[src/design/miex_pkg.sv]
`default_nettype none
// ----------------------------------------------------------------------------
// MIPS integer execute package
// Shared types, opcode codes and controller commands for the execute unit.
// ----------------------------------------------------------------------------
package miex_pkg;

  localparam logic [5:0] OP_SPECIAL = 6'h00;
  localparam logic [5:0] OP_REGIMM  = 6'h01;
  localparam logic [5:0] OP_J       = 6'h02;
  localparam logic [5:0] OP_JAL     = 6'h03;
  localparam logic [5:0] OP_BEQ     = 6'h04;
  localparam logic [5:0] OP_BNE     = 6'h05;
  localparam logic [5:0] OP_BLEZ    = 6'h06;
  localparam logic [5:0] OP_BGTZ    = 6'h07;
  localparam logic [5:0] OP_ADDI    = 6'h08;
  localparam logic [5:0] OP_ADDIU   = 6'h09;
  localparam logic [5:0] OP_SLTI    = 6'h0A;
  localparam logic [5:0] OP_SLTIU   = 6'h0B;
  localparam logic [5:0] OP_ANDI    = 6'h0C;
  localparam logic [5:0] OP_ORI     = 6'h0D;
  localparam logic [5:0] OP_XORI    = 6'h0E;
  localparam logic [5:0] OP_LUI     = 6'h0F;
  localparam logic [5:0] OP_BEQL    = 6'h14;
  localparam logic [5:0] OP_BNEL    = 6'h15;
  localparam logic [5:0] OP_BLEZL   = 6'h16;
  localparam logic [5:0] OP_SPECIAL3 = 6'h1F;

  localparam logic [5:0] FN_SLL   = 6'h00;
  localparam logic [5:0] FN_SRL   = 6'h02;
  localparam logic [5:0] FN_SRA   = 6'h03;
  localparam logic [5:0] FN_SLLV  = 6'h04;
  localparam logic [5:0] FN_SRLV  = 6'h06;
  localparam logic [5:0] FN_SRAV  = 6'h07;
  localparam logic [5:0] FN_JR    = 6'h08;
  localparam logic [5:0] FN_JALR  = 6'h09;
  localparam logic [5:0] FN_MFHI  = 6'h10;
  localparam logic [5:0] FN_MTHI  = 6'h11;
  localparam logic [5:0] FN_MFLO  = 6'h12;
  localparam logic [5:0] FN_MTLO  = 6'h13;
  localparam logic [5:0] FN_MULT  = 6'h18;
  localparam logic [5:0] FN_MULTU = 6'h19;
  localparam logic [5:0] FN_DIV   = 6'h1A;
  localparam logic [5:0] FN_DIVU  = 6'h1B;
  localparam logic [5:0] FN_ADD   = 6'h20;
  localparam logic [5:0] FN_ADDU  = 6'h21;
  localparam logic [5:0] FN_SUB   = 6'h22;
  localparam logic [5:0] FN_SUBU  = 6'h23;
  localparam logic [5:0] FN_AND   = 6'h24;
  localparam logic [5:0] FN_OR    = 6'h25;
  localparam logic [5:0] FN_XOR   = 6'h26;
  localparam logic [5:0] FN_NOR   = 6'h27;
  localparam logic [5:0] FN_SLT   = 6'h2A;
  localparam logic [5:0] FN_SLTU  = 6'h2B;
  localparam logic [5:0] FN_EXT   = 6'h00;

  localparam logic [4:0] RT_BLTZ   = 5'h00;
  localparam logic [4:0] RT_BGEZ   = 5'h01;
  localparam logic [4:0] RT_BGEZL  = 5'h03;
  localparam logic [4:0] RT_BGEZAL = 5'h11;
  localparam logic [4:0] LinkReg   = 5'd31;

  typedef enum logic [2:0] {
    ST_IDLE, ST_MUL_LO, ST_MUL_HI, ST_DIV, ST_DIV_FIX, ST_OUT
  } miex_state_t;

  typedef enum logic [2:0] {
    KIND_SIMPLE, KIND_MUL, KIND_MULU, KIND_DIV, KIND_DIVU
  } miex_kind_t;

  typedef struct packed {
    logic load;
    logic mul_lo;
    logic mul_hi;
    logic div_step;
    logic div_fix;
  } miex_cmd_t;

  typedef struct packed {
    miex_kind_t kind;
    logic       div_last;
  } miex_stat_t;

endpackage
`default_nettype wire

[src/design/miex_ctrl.sv]
`default_nettype none
// ----------------------------------------------------------------------------
// MIPS integer execute controller
// Sequences simple operations, split multiplies and iterative divides.
// ----------------------------------------------------------------------------
module miex_ctrl (
  input  wire logic              clk,
  input  wire logic              rst,
  input  wire logic              in_valid,
  output logic                   in_ready,
  output logic                   out_valid,
  input  wire logic              out_ready,
  output miex_pkg::miex_cmd_t    cmd,
  input  wire miex_pkg::miex_stat_t stat
);
  import miex_pkg::*;

  miex_state_t state, state_next;

  always_ff @(posedge clk) begin
    if (rst) begin
      state <= ST_IDLE;
    end else begin
      state <= state_next;
    end
  end

  always_comb begin
    state_next = state;
    cmd = '0;
    in_ready = 1'b0;
    out_valid = 1'b0;
    case (state)
      ST_IDLE: begin
        in_ready = 1'b1;
        if (in_valid) begin
          cmd.load = 1'b1;
          case (stat.kind)
            KIND_MUL, KIND_MULU: state_next = ST_MUL_LO;
            KIND_DIV, KIND_DIVU: state_next = ST_DIV;
            default: state_next = ST_OUT;
          endcase
        end
      end
      ST_MUL_LO: begin
        cmd.mul_lo = 1'b1;
        state_next = ST_MUL_HI;
      end
      ST_MUL_HI: begin
        cmd.mul_hi = 1'b1;
        state_next = ST_OUT;
      end
      ST_DIV: begin
        cmd.div_step = 1'b1;
        if (stat.div_last) begin
          state_next = ST_DIV_FIX;
        end
      end
      ST_DIV_FIX: begin
        cmd.div_fix = 1'b1;
        state_next = ST_OUT;
      end
      ST_OUT: begin
        out_valid = 1'b1;
        in_ready = out_ready;
        if (out_ready) begin
          if (in_valid) begin
            cmd.load = 1'b1;
            case (stat.kind)
              KIND_MUL, KIND_MULU: state_next = ST_MUL_LO;
              KIND_DIV, KIND_DIVU: state_next = ST_DIV;
              default: state_next = ST_OUT;
            endcase
          end else begin
            state_next = ST_IDLE;
          end
        end
      end
      default: state_next = ST_IDLE;
    endcase
  end

endmodule
`default_nettype wire

[src/design/miex_dp.sv]
`default_nettype none
// ----------------------------------------------------------------------------
// MIPS integer execute datapath
// Decode, ALU, branch unit, HI/LO, split multiplier and radix-2 divider.
// ----------------------------------------------------------------------------
module miex_dp (
  input  wire logic                 clk,
  input  wire logic                 rst,
  input  wire logic [31:0]          instruction,
  input  wire logic [31:0]          source_a,
  input  wire logic [31:0]          source_b,
  input  wire logic [31:0]          fetch_address,
  input  wire miex_pkg::miex_cmd_t  cmd,
  output miex_pkg::miex_stat_t      stat,
  output logic                      write_enable,
  output logic [4:0]                write_register,
  output logic [31:0]               write_value,
  output logic                      branch_taken,
  output logic [31:0]               branch_target,
  output logic                      unsupported
);
  import miex_pkg::*;

  logic [5:0]  op, fn;
  logic [4:0]  rt, rd, sa;
  logic [31:0] simm, zimm, next_pc, btarget, link;
  logic [31:0] sh_sra, sh_srav;
  logic [62:0] ext_mask;
  logic        we, taken, bad;
  logic [4:0]  wr;
  logic [31:0] wv, target;
  miex_kind_t  kind;
  logic        hi_wr, lo_wr;

  logic [31:0] high_word, low_word;
  logic [31:0] ma, mb;
  logic        neg_a, neg_b;
  logic [63:0] prod_lo;
  logic [32:0] pp_cross;
  logic [31:0] rem_acc, quo;
  logic [32:0] rem_trial;
  logic [4:0]  div_cnt;
  logic        div_zero;
  logic [31:0] a_keep;
  logic [63:0] mul_full;
  logic [31:0] q_fix, r_fix;

  assign op = instruction[31:26];
  assign rt = instruction[20:16];
  assign rd = instruction[15:11];
  assign sa = instruction[10:6];
  assign fn = instruction[5:0];
  assign simm = {{16{instruction[15]}}, instruction[15:0]};
  assign zimm = {16'h0000, instruction[15:0]};
  assign next_pc = fetch_address + 32'd4;
  assign btarget = next_pc + {simm[29:0], 2'b00};
  assign link = fetch_address + 32'd8;
  assign sh_sra = 32'($signed(source_b) >>> sa);
  assign sh_srav = 32'($signed(source_b) >>> source_a[4:0]);
  assign ext_mask = (63'd1 << ({1'b0, rd} + 6'd1)) - 63'd1;

  always_comb begin
    we = 1'b0; taken = 1'b0; bad = 1'b0; wr = '0; wv = '0; target = next_pc;
    kind = KIND_SIMPLE; hi_wr = 1'b0; lo_wr = 1'b0;
    case (op)
      OP_SPECIAL: begin
        we = 1'b1; wr = rd;
        case (fn)
          FN_SLL:  wv = source_b << sa;
          FN_SRL:  wv = source_b >> sa;
          FN_SRA:  wv = sh_sra;
          FN_SLLV: wv = source_b << source_a[4:0];
          FN_SRLV: wv = source_b >> source_a[4:0];
          FN_SRAV: wv = sh_srav;
          FN_JR:   begin we = 1'b0; taken = 1'b1; target = source_a; end
          FN_JALR: begin wv = link; taken = 1'b1; target = source_a; end
          FN_MFHI: wv = high_word;
          FN_MTHI: begin we = 1'b0; hi_wr = 1'b1; end
          FN_MFLO: wv = low_word;
          FN_MTLO: begin we = 1'b0; lo_wr = 1'b1; end
          FN_MULT:  begin we = 1'b0; kind = KIND_MUL; end
          FN_MULTU: begin we = 1'b0; kind = KIND_MULU; end
          FN_DIV:   begin we = 1'b0; kind = KIND_DIV; end
          FN_DIVU:  begin we = 1'b0; kind = KIND_DIVU; end
          FN_ADD, FN_ADDU: wv = source_a + source_b;
          FN_SUB, FN_SUBU: wv = source_a - source_b;
          FN_AND:  wv = source_a & source_b;
          FN_OR:   wv = source_a | source_b;
          FN_XOR:  wv = source_a ^ source_b;
          FN_NOR:  wv = ~(source_a | source_b);
          FN_SLT:  wv = {31'd0, $signed(source_a) < $signed(source_b)};
          FN_SLTU: wv = {31'd0, source_a < source_b};
          default: begin we = 1'b0; bad = 1'b1; end
        endcase
      end
      OP_REGIMM: begin
        case (rt)
          RT_BLTZ: taken = source_a[31];
          RT_BGEZ, RT_BGEZL: taken = !source_a[31];
          RT_BGEZAL: begin
            taken = !source_a[31]; we = 1'b1; wr = LinkReg; wv = link;
          end
          default: bad = 1'b1;
        endcase
        if (taken) target = btarget;
      end
      OP_J, OP_JAL: begin
        taken = 1'b1;
        target = {next_pc[31:28], instruction[25:0], 2'b00};
        if (op == OP_JAL) begin
          we = 1'b1; wr = LinkReg; wv = link;
        end
      end
      OP_BEQ, OP_BEQL: begin
        taken = source_a == source_b; if (taken) target = btarget;
      end
      OP_BNE, OP_BNEL: begin
        taken = source_a != source_b; if (taken) target = btarget;
      end
      OP_BLEZ, OP_BLEZL: begin
        taken = (source_a == 32'd0) || source_a[31]; if (taken) target = btarget;
      end
      OP_BGTZ: begin
        taken = (source_a != 32'd0) && !source_a[31]; if (taken) target = btarget;
      end
      OP_ADDI, OP_ADDIU: begin we = 1'b1; wr = rt; wv = source_a + simm; end
      OP_SLTI: begin
        we = 1'b1; wr = rt; wv = {31'd0, $signed(source_a) < $signed(simm)};
      end
      OP_SLTIU: begin we = 1'b1; wr = rt; wv = {31'd0, source_a < simm}; end
      OP_ANDI: begin we = 1'b1; wr = rt; wv = source_a & zimm; end
      OP_ORI:  begin we = 1'b1; wr = rt; wv = source_a | zimm; end
      OP_XORI: begin we = 1'b1; wr = rt; wv = source_a ^ zimm; end
      OP_LUI:  begin we = 1'b1; wr = rt; wv = {instruction[15:0], 16'h0000}; end
      OP_SPECIAL3: begin
        if (fn == FN_EXT) begin
          we = 1'b1; wr = rt; wv = (source_a >> sa) & ext_mask[31:0];
        end else begin
          bad = 1'b1;
        end
      end
      default: bad = 1'b1;
    endcase
    if (!we) begin
      wr = '0; wv = '0;
    end
  end

  assign stat.kind = kind;
  assign stat.div_last = div_cnt == 5'd31;

  assign mul_full = prod_lo + {15'd0, pp_cross, 16'd0};
  assign rem_trial = {rem_acc, ma[31]} - {1'b0, mb};
  assign q_fix = (neg_a ^ neg_b) ? 32'd0 - quo : quo;
  assign r_fix = neg_a ? 32'd0 - rem_acc : rem_acc;

  always_ff @(posedge clk) begin
    if (rst) begin
      high_word <= '0;
      low_word <= '0;
      div_cnt <= '0;
    end else begin
      if (cmd.load) begin
        write_enable <= we; write_register <= wr; write_value <= wv;
        branch_taken <= taken; branch_target <= target; unsupported <= bad;
        if (hi_wr) high_word <= source_a;
        if (lo_wr) low_word <= source_a;
        neg_a <= ((kind == KIND_DIV) || (kind == KIND_MUL)) && source_a[31];
        neg_b <= ((kind == KIND_DIV) || (kind == KIND_MUL)) && source_b[31];
        ma <= (((kind == KIND_DIV) || (kind == KIND_MUL)) && source_a[31]) ?
              32'd0 - source_a : source_a;
        mb <= (((kind == KIND_DIV) || (kind == KIND_MUL)) && source_b[31]) ?
              32'd0 - source_b : source_b;
        a_keep <= source_a;
        div_zero <= source_b == 32'd0;
        rem_acc <= '0;
        quo <= '0;
        div_cnt <= '0;
      end
      if (cmd.mul_lo) begin
        prod_lo <= {{16'd0, ma[31:16]} * {16'd0, mb[31:16]},
                    {16'd0, ma[15:0]} * {16'd0, mb[15:0]}};
        pp_cross <= 33'({16'd0, ma[15:0]} * {16'd0, mb[31:16]}) +
                    33'({16'd0, ma[31:16]} * {16'd0, mb[15:0]});
      end
      if (cmd.mul_hi) begin
        if (neg_a ^ neg_b) begin
          {high_word, low_word} <= 64'd0 - mul_full;
        end else begin
          {high_word, low_word} <= mul_full;
        end
      end
      if (cmd.div_step) begin
        div_cnt <= div_cnt + 5'd1;
        ma <= {ma[30:0], 1'b0};
        if (!rem_trial[32]) begin
          rem_acc <= rem_trial[31:0];
          quo <= {quo[30:0], 1'b1};
        end else begin
          rem_acc <= {rem_acc[30:0], ma[31]};
          quo <= {quo[30:0], 1'b0};
        end
      end
      if (cmd.div_fix) begin
        if (div_zero) begin
          low_word <= 32'hFFFF_FFFF; high_word <= a_keep;
        end else begin
          low_word <= q_fix; high_word <= r_fix;
        end
      end
    end
  end

endmodule
`default_nettype wire

[src/design/mips_integer_execute_unit.sv]
`default_nettype none
// ----------------------------------------------------------------------------
// MIPS integer execute unit
// Executes the MIPS32 integer, HI/LO, jump and branch subset, one word each.
// ----------------------------------------------------------------------------
// Each accepted word yields one result word. Ordinary instructions present
// their result in the cycle after acceptance and a new word is accepted as
// the result is taken, so with no output stall the rate is one word per cycle.
// MULT/MULTU pass through the MUL_LO and MUL_HI states of the split 16-bit
// partial-product multiplier; DIV/DIVU step the radix-2 divider, then DIV_FIX.
module mips_integer_execute_unit (
  input  wire logic          clk,
  input  wire logic          rst,
  input  wire logic          s_tvalid,
  output logic               s_tready,
  // instruction[31:0], source_a[63:32], source_b[95:64], fetch_address[127:96]
  input  wire logic [127:0]  s_tdata,
  output logic               m_tvalid,
  input  wire logic          m_tready,
  // write_enable[0], write_register[5:1], write_value[37:6], branch_taken[38],
  // branch_target[70:39], unsupported[71]
  output logic [71:0]        m_tdata
);
  import miex_pkg::*;

  miex_cmd_t  cmd;
  miex_stat_t stat;
  logic        we, bt, uns;
  logic [4:0]  wr;
  logic [31:0] wv, tgt;

  miex_ctrl u_ctrl (
    .clk(clk), .rst(rst), .in_valid(s_tvalid), .in_ready(s_tready),
    .out_valid(m_tvalid), .out_ready(m_tready), .cmd(cmd), .stat(stat)
  );

  miex_dp u_dp (
    .clk(clk), .rst(rst),
    .instruction(s_tdata[31:0]), .source_a(s_tdata[63:32]),
    .source_b(s_tdata[95:64]), .fetch_address(s_tdata[127:96]),
    .cmd(cmd), .stat(stat),
    .write_enable(we), .write_register(wr), .write_value(wv),
    .branch_taken(bt), .branch_target(tgt), .unsupported(uns)
  );

  assign m_tdata = {uns, tgt, bt, wv, wr, we};

endmodule
`default_nettype wire

[config.mk]
export PLATFORM = sky130hd
export DESIGN_NAME = mips_integer_execute_unit
export DESIGN_NICKNAME = d
export VERILOG_FILES = /design/src/design/miex_pkg.sv /design/src/design/miex_ctrl.sv /design/src/design/miex_dp.sv /design/src/design/mips_integer_execute_unit.sv
export SDC_FILE = /design/constraint.sdc
export NUM_CORES = 2
export LEC_CHECK = 0
export BUFFER_PORTS_ARGS = -buffer_cell sky130_fd_sc_hd__buf_2
export CAP_MARGIN = 20
export CORE_MARGIN = 8
export CORE_UTILIZATION = 50
export CTS_CLUSTER_DIAMETER = 150
export CTS_CLUSTER_SIZE = 12
export DETAILED_ROUTE_END_ITERATION = 16
export PLACE_DENSITY = 0.74
export SYNTH_ARGS = -nofsm -noshare
export SYNTH_HDL_FRONTEND = slang
export SYNTH_SLANG_ARGS = --single-unit
export TNS_END_PERCENT = 100
[constraint.sdc]
create_clock -name clk -period 7.8 [get_ports clk]
set_input_delay 0.78 -clock clk [delete_from_list [all_inputs] [get_ports clk]]
set_output_delay 0.78 -clock clk [all_outputs]
set_load 0.02 [all_outputs]
==> out/metrics.csv <==
metric,value,unit
status,"complete, no violations",
dr.pass1.iters,7,
htree_num_levels,2,
fmax,0.131,GHz
nNetsFinal,10849,
grt_pass1_vias,70659,
synthTopCellsByArea,"fa_1, edfxtp_1, ha_1",
drc,0,
portBuffers,205,
syn_area_per_cell,8.41,um2
tightest_slew,1.30,ns
yosysTopAreaCell,fa_1,
r2r_slack,0.14,ns
cts_hold_buf,0,
slowest_delay,0.56,ns
finalSetupViolCount,0,
worstSkewPairLatency,0.66,ns
hold_slack,0.453,ns
finalSetupTns,0,ns
area_delta_synth_final,7.93,%
core_area,152000,um2
synth_edf_count,332,
cp-end-kind,flip-flop,
synth-seq-cells,404,
grt_pass1_wl,494000,um
io_pins,206,
relSlewSlack,13.1,%
vias_per_cell,6.46,
synth_top_cell_area_share,22.0,%
root_buffer,clkbuf_16,
crit_type,flip-flop to flip-flop,
fin_ws,0.138,ns
synth_ff_type,edfxtp_1,
initial_utilization,50.4,%
syn_nets,10784,
cp_num_buf_inv,5,
synth_cells,9121,
crit_fanout,25,
layout-drive-gt1-share,8.85,%
grt_max_degree,83,
worst_ep_required_time,8.18,ns
slew_violations,0,
hp-start,u_dp.low_word[23],
skew,0.0385,ns
gp_congestion,1.13,
cp-start-kind,flip-flop,
cts_tree,done,
cts_buffers,40,
cpMaxStageDelayCell,fa_1,
multiInputGateArea,59000,um2
fin_crit_sh,98.2,%
rsz0062_at_grt,yes,
async_flop_share,0,%
totalWireLength,346000,um
num_rows,143,
track_usage,40.0,%
dpl_worst_slack,-0.0555,ns
finalHoldViolCount,0,
route.antenna.remaining_nets,0,
critPathMostFrequentCell,fa_1,
die_x,408,um
vias,72761,
cp-startpoint,u_dp.ma[12],
regArea,11400,um2
drt_iter0_drc,9519,
maxCapViolations,0,
crit_chain,buf_4 -> buf_4 -> nand2_1 -> fa_1 -> fa_1 -> fa_1 -> fa_1 -> inv_1 -> fa_1 -> fa_1 -> fa_1 -> inv_1 -> fa_1 -> inv_1 -> ha_1 -> or2_2 -> a21oi_1 -> o311ai_1 -> a41o_1 -> a41o_1 -> a21oi_1 -> xnor2_1,
ys_types,102,
wire_per_inst,30.7,um
synth_most_common_cell,inv_1,
cts_buffer_depth,3,
critPathTopFamily,adder cells,
ys_seq_area_share,14.9,%
yosysWarnings,0,
die-area,166000,um2
cts.clk_slew.worst_paths,0.09,ns
fillCellCount,14127,
hp-class,flip-flop to flip-flop,
place_hpwl,270000,um
fin_crit,7.66,ns
reg2reg_from,u_dp.ma[12],
antenna_found_initial,39,
clock-sinks,404,
synth_common_cells,"inv_1, nand2_1, fa_1",
die_h,408,um
grt.overflow.total,0,
cp.arrival,8.04,ns
netlist_area,76700,um2
[path summary, 6_finish.rpt]
check,endpoint,cells after the start
worst max-delay path,u_dp.pp_cross[32],22
worst min-delay path,u_dp.low_word[23],2
worst max register to register,u_dp.pp_cross[32],22
worst min register to register,u_dp.low_word[23],2
[layout make-up]
| type | instances | area share (%) |
|---|---|---|
| diodes | 23 | 0.0695 |
| repair buffers | 599 | 4.97 |
| inverters | 1189 | 5.39 |
| flip-flops and latches | 404 | 13.8 |
| clock buffers | 62 | 1.33 |
| well taps | 2030 | 3.07 |
| clock inverters | 5 | 0.139 |
| multi-input cells | 6952 | 71.2 |
[layout by cell type (no fill, tap or decap), types with 73 or more instances in the layout]
cell | Yosys | routed
xnor2_1 | 296 | 291
nor2_1 | 553 | 546
a211oi_1 | 79 | 78
ha_1 | 689 | 687
buf_4 | 5 | 373
nand2_1 | 1107 | 1107
a21oi_1 | 503 | 498
fa_1 | 842 | 841
a21o_1 | 98 | 98
o211ai_1 | 81 | 81
nor3_1 | 129 | 121
buf_2 | 29 | 205
xor2_1 | 154 | 153
edfxtp_1 | 332 | 332
nand3_1 | 130 | 130
o21ai_0 | 379 | 372
a22oi_1 | 73 | 73
inv_1 | 1184 | 1184
and2_1 | 523 | 523
mux2i_1 | 239 | 230
[tightest hold or removal path, cell delays in order, from the launching register on]
cell and delay, ns:
dfxtp_1 0.31, nand2_1 0.05, a21oi_1 0.05
[routing by layer]
layer	GRT usage, %	share of wire [%]	vias to the layer above
met1	48.8	36	35831
met2	60.5	43	4729
met4	31.0	10	14
met3	10.1	11	1314
met5	0	0.028	-
li1	-	-	30873
[registers in the layout (all words and copies together) (netlist names)]
register             count
u_ctrl.state             3
u_dp.a_keep             32
u_dp.ma                 32
u_dp.rem_acc            32
u_dp.div_cnt             5
u_dp.unsupported         1
u_dp.neg_a               1
u_dp.write_enable        1
u_dp.div_zero            1
u_dp.write_value        32
u_dp.write_register      5
u_dp.branch_taken        1
u_dp.pp_cross           33
u_dp.branch_target      32
u_dp.low_word           32
u_dp.high_word          32
u_dp.neg_b               1
u_dp.prod_lo            64
u_dp.mb                 32
u_dp.quo                32
[cell families (layout without fill, tap and decap cells)]
kind of cell,count (synthesis),count (layout),synth area share [%]
DFF,404,404,14.9
AOI/OAI and AO/OA,1863,1863,16.0
muxes,302,302,4.77
and+or+nand+nor,2803,2803,17.2
adders and majority gates,1532,1532,33.2
buffers and inverters,1765,1855,8.73
xor gates and xnor gates,451,451,5.16
other,1,24,0.00489
[through the flow]
| step | cells | utilization (%) | cell area (um2) |
|---|---|---|---|
| after floorplan | 9121 | - | 76700 |
| after global placement | 11135 | 53.2 | 81000 |
| after detailed placement | 11136 | 53.2 | 81000 |
| after CTS | 11203 | 54.1 | 82200 |
| after global routing | 11245 | 54.4 | 82700 |
| final | 11264 | 54.4 | 82800 |
[what timing repair did]
action,CTS,global route
hold endpoints to repair,0,0
gates resized for setup,3,33
setup endpoints to repair,3,14
pin swaps,0,20
gates cloned,0,0
setup buffers,0,28
Power is left out: the tool's default activity adds up to more than one toggle a clock period on the data nets, which glitch-free logic cannot reach.
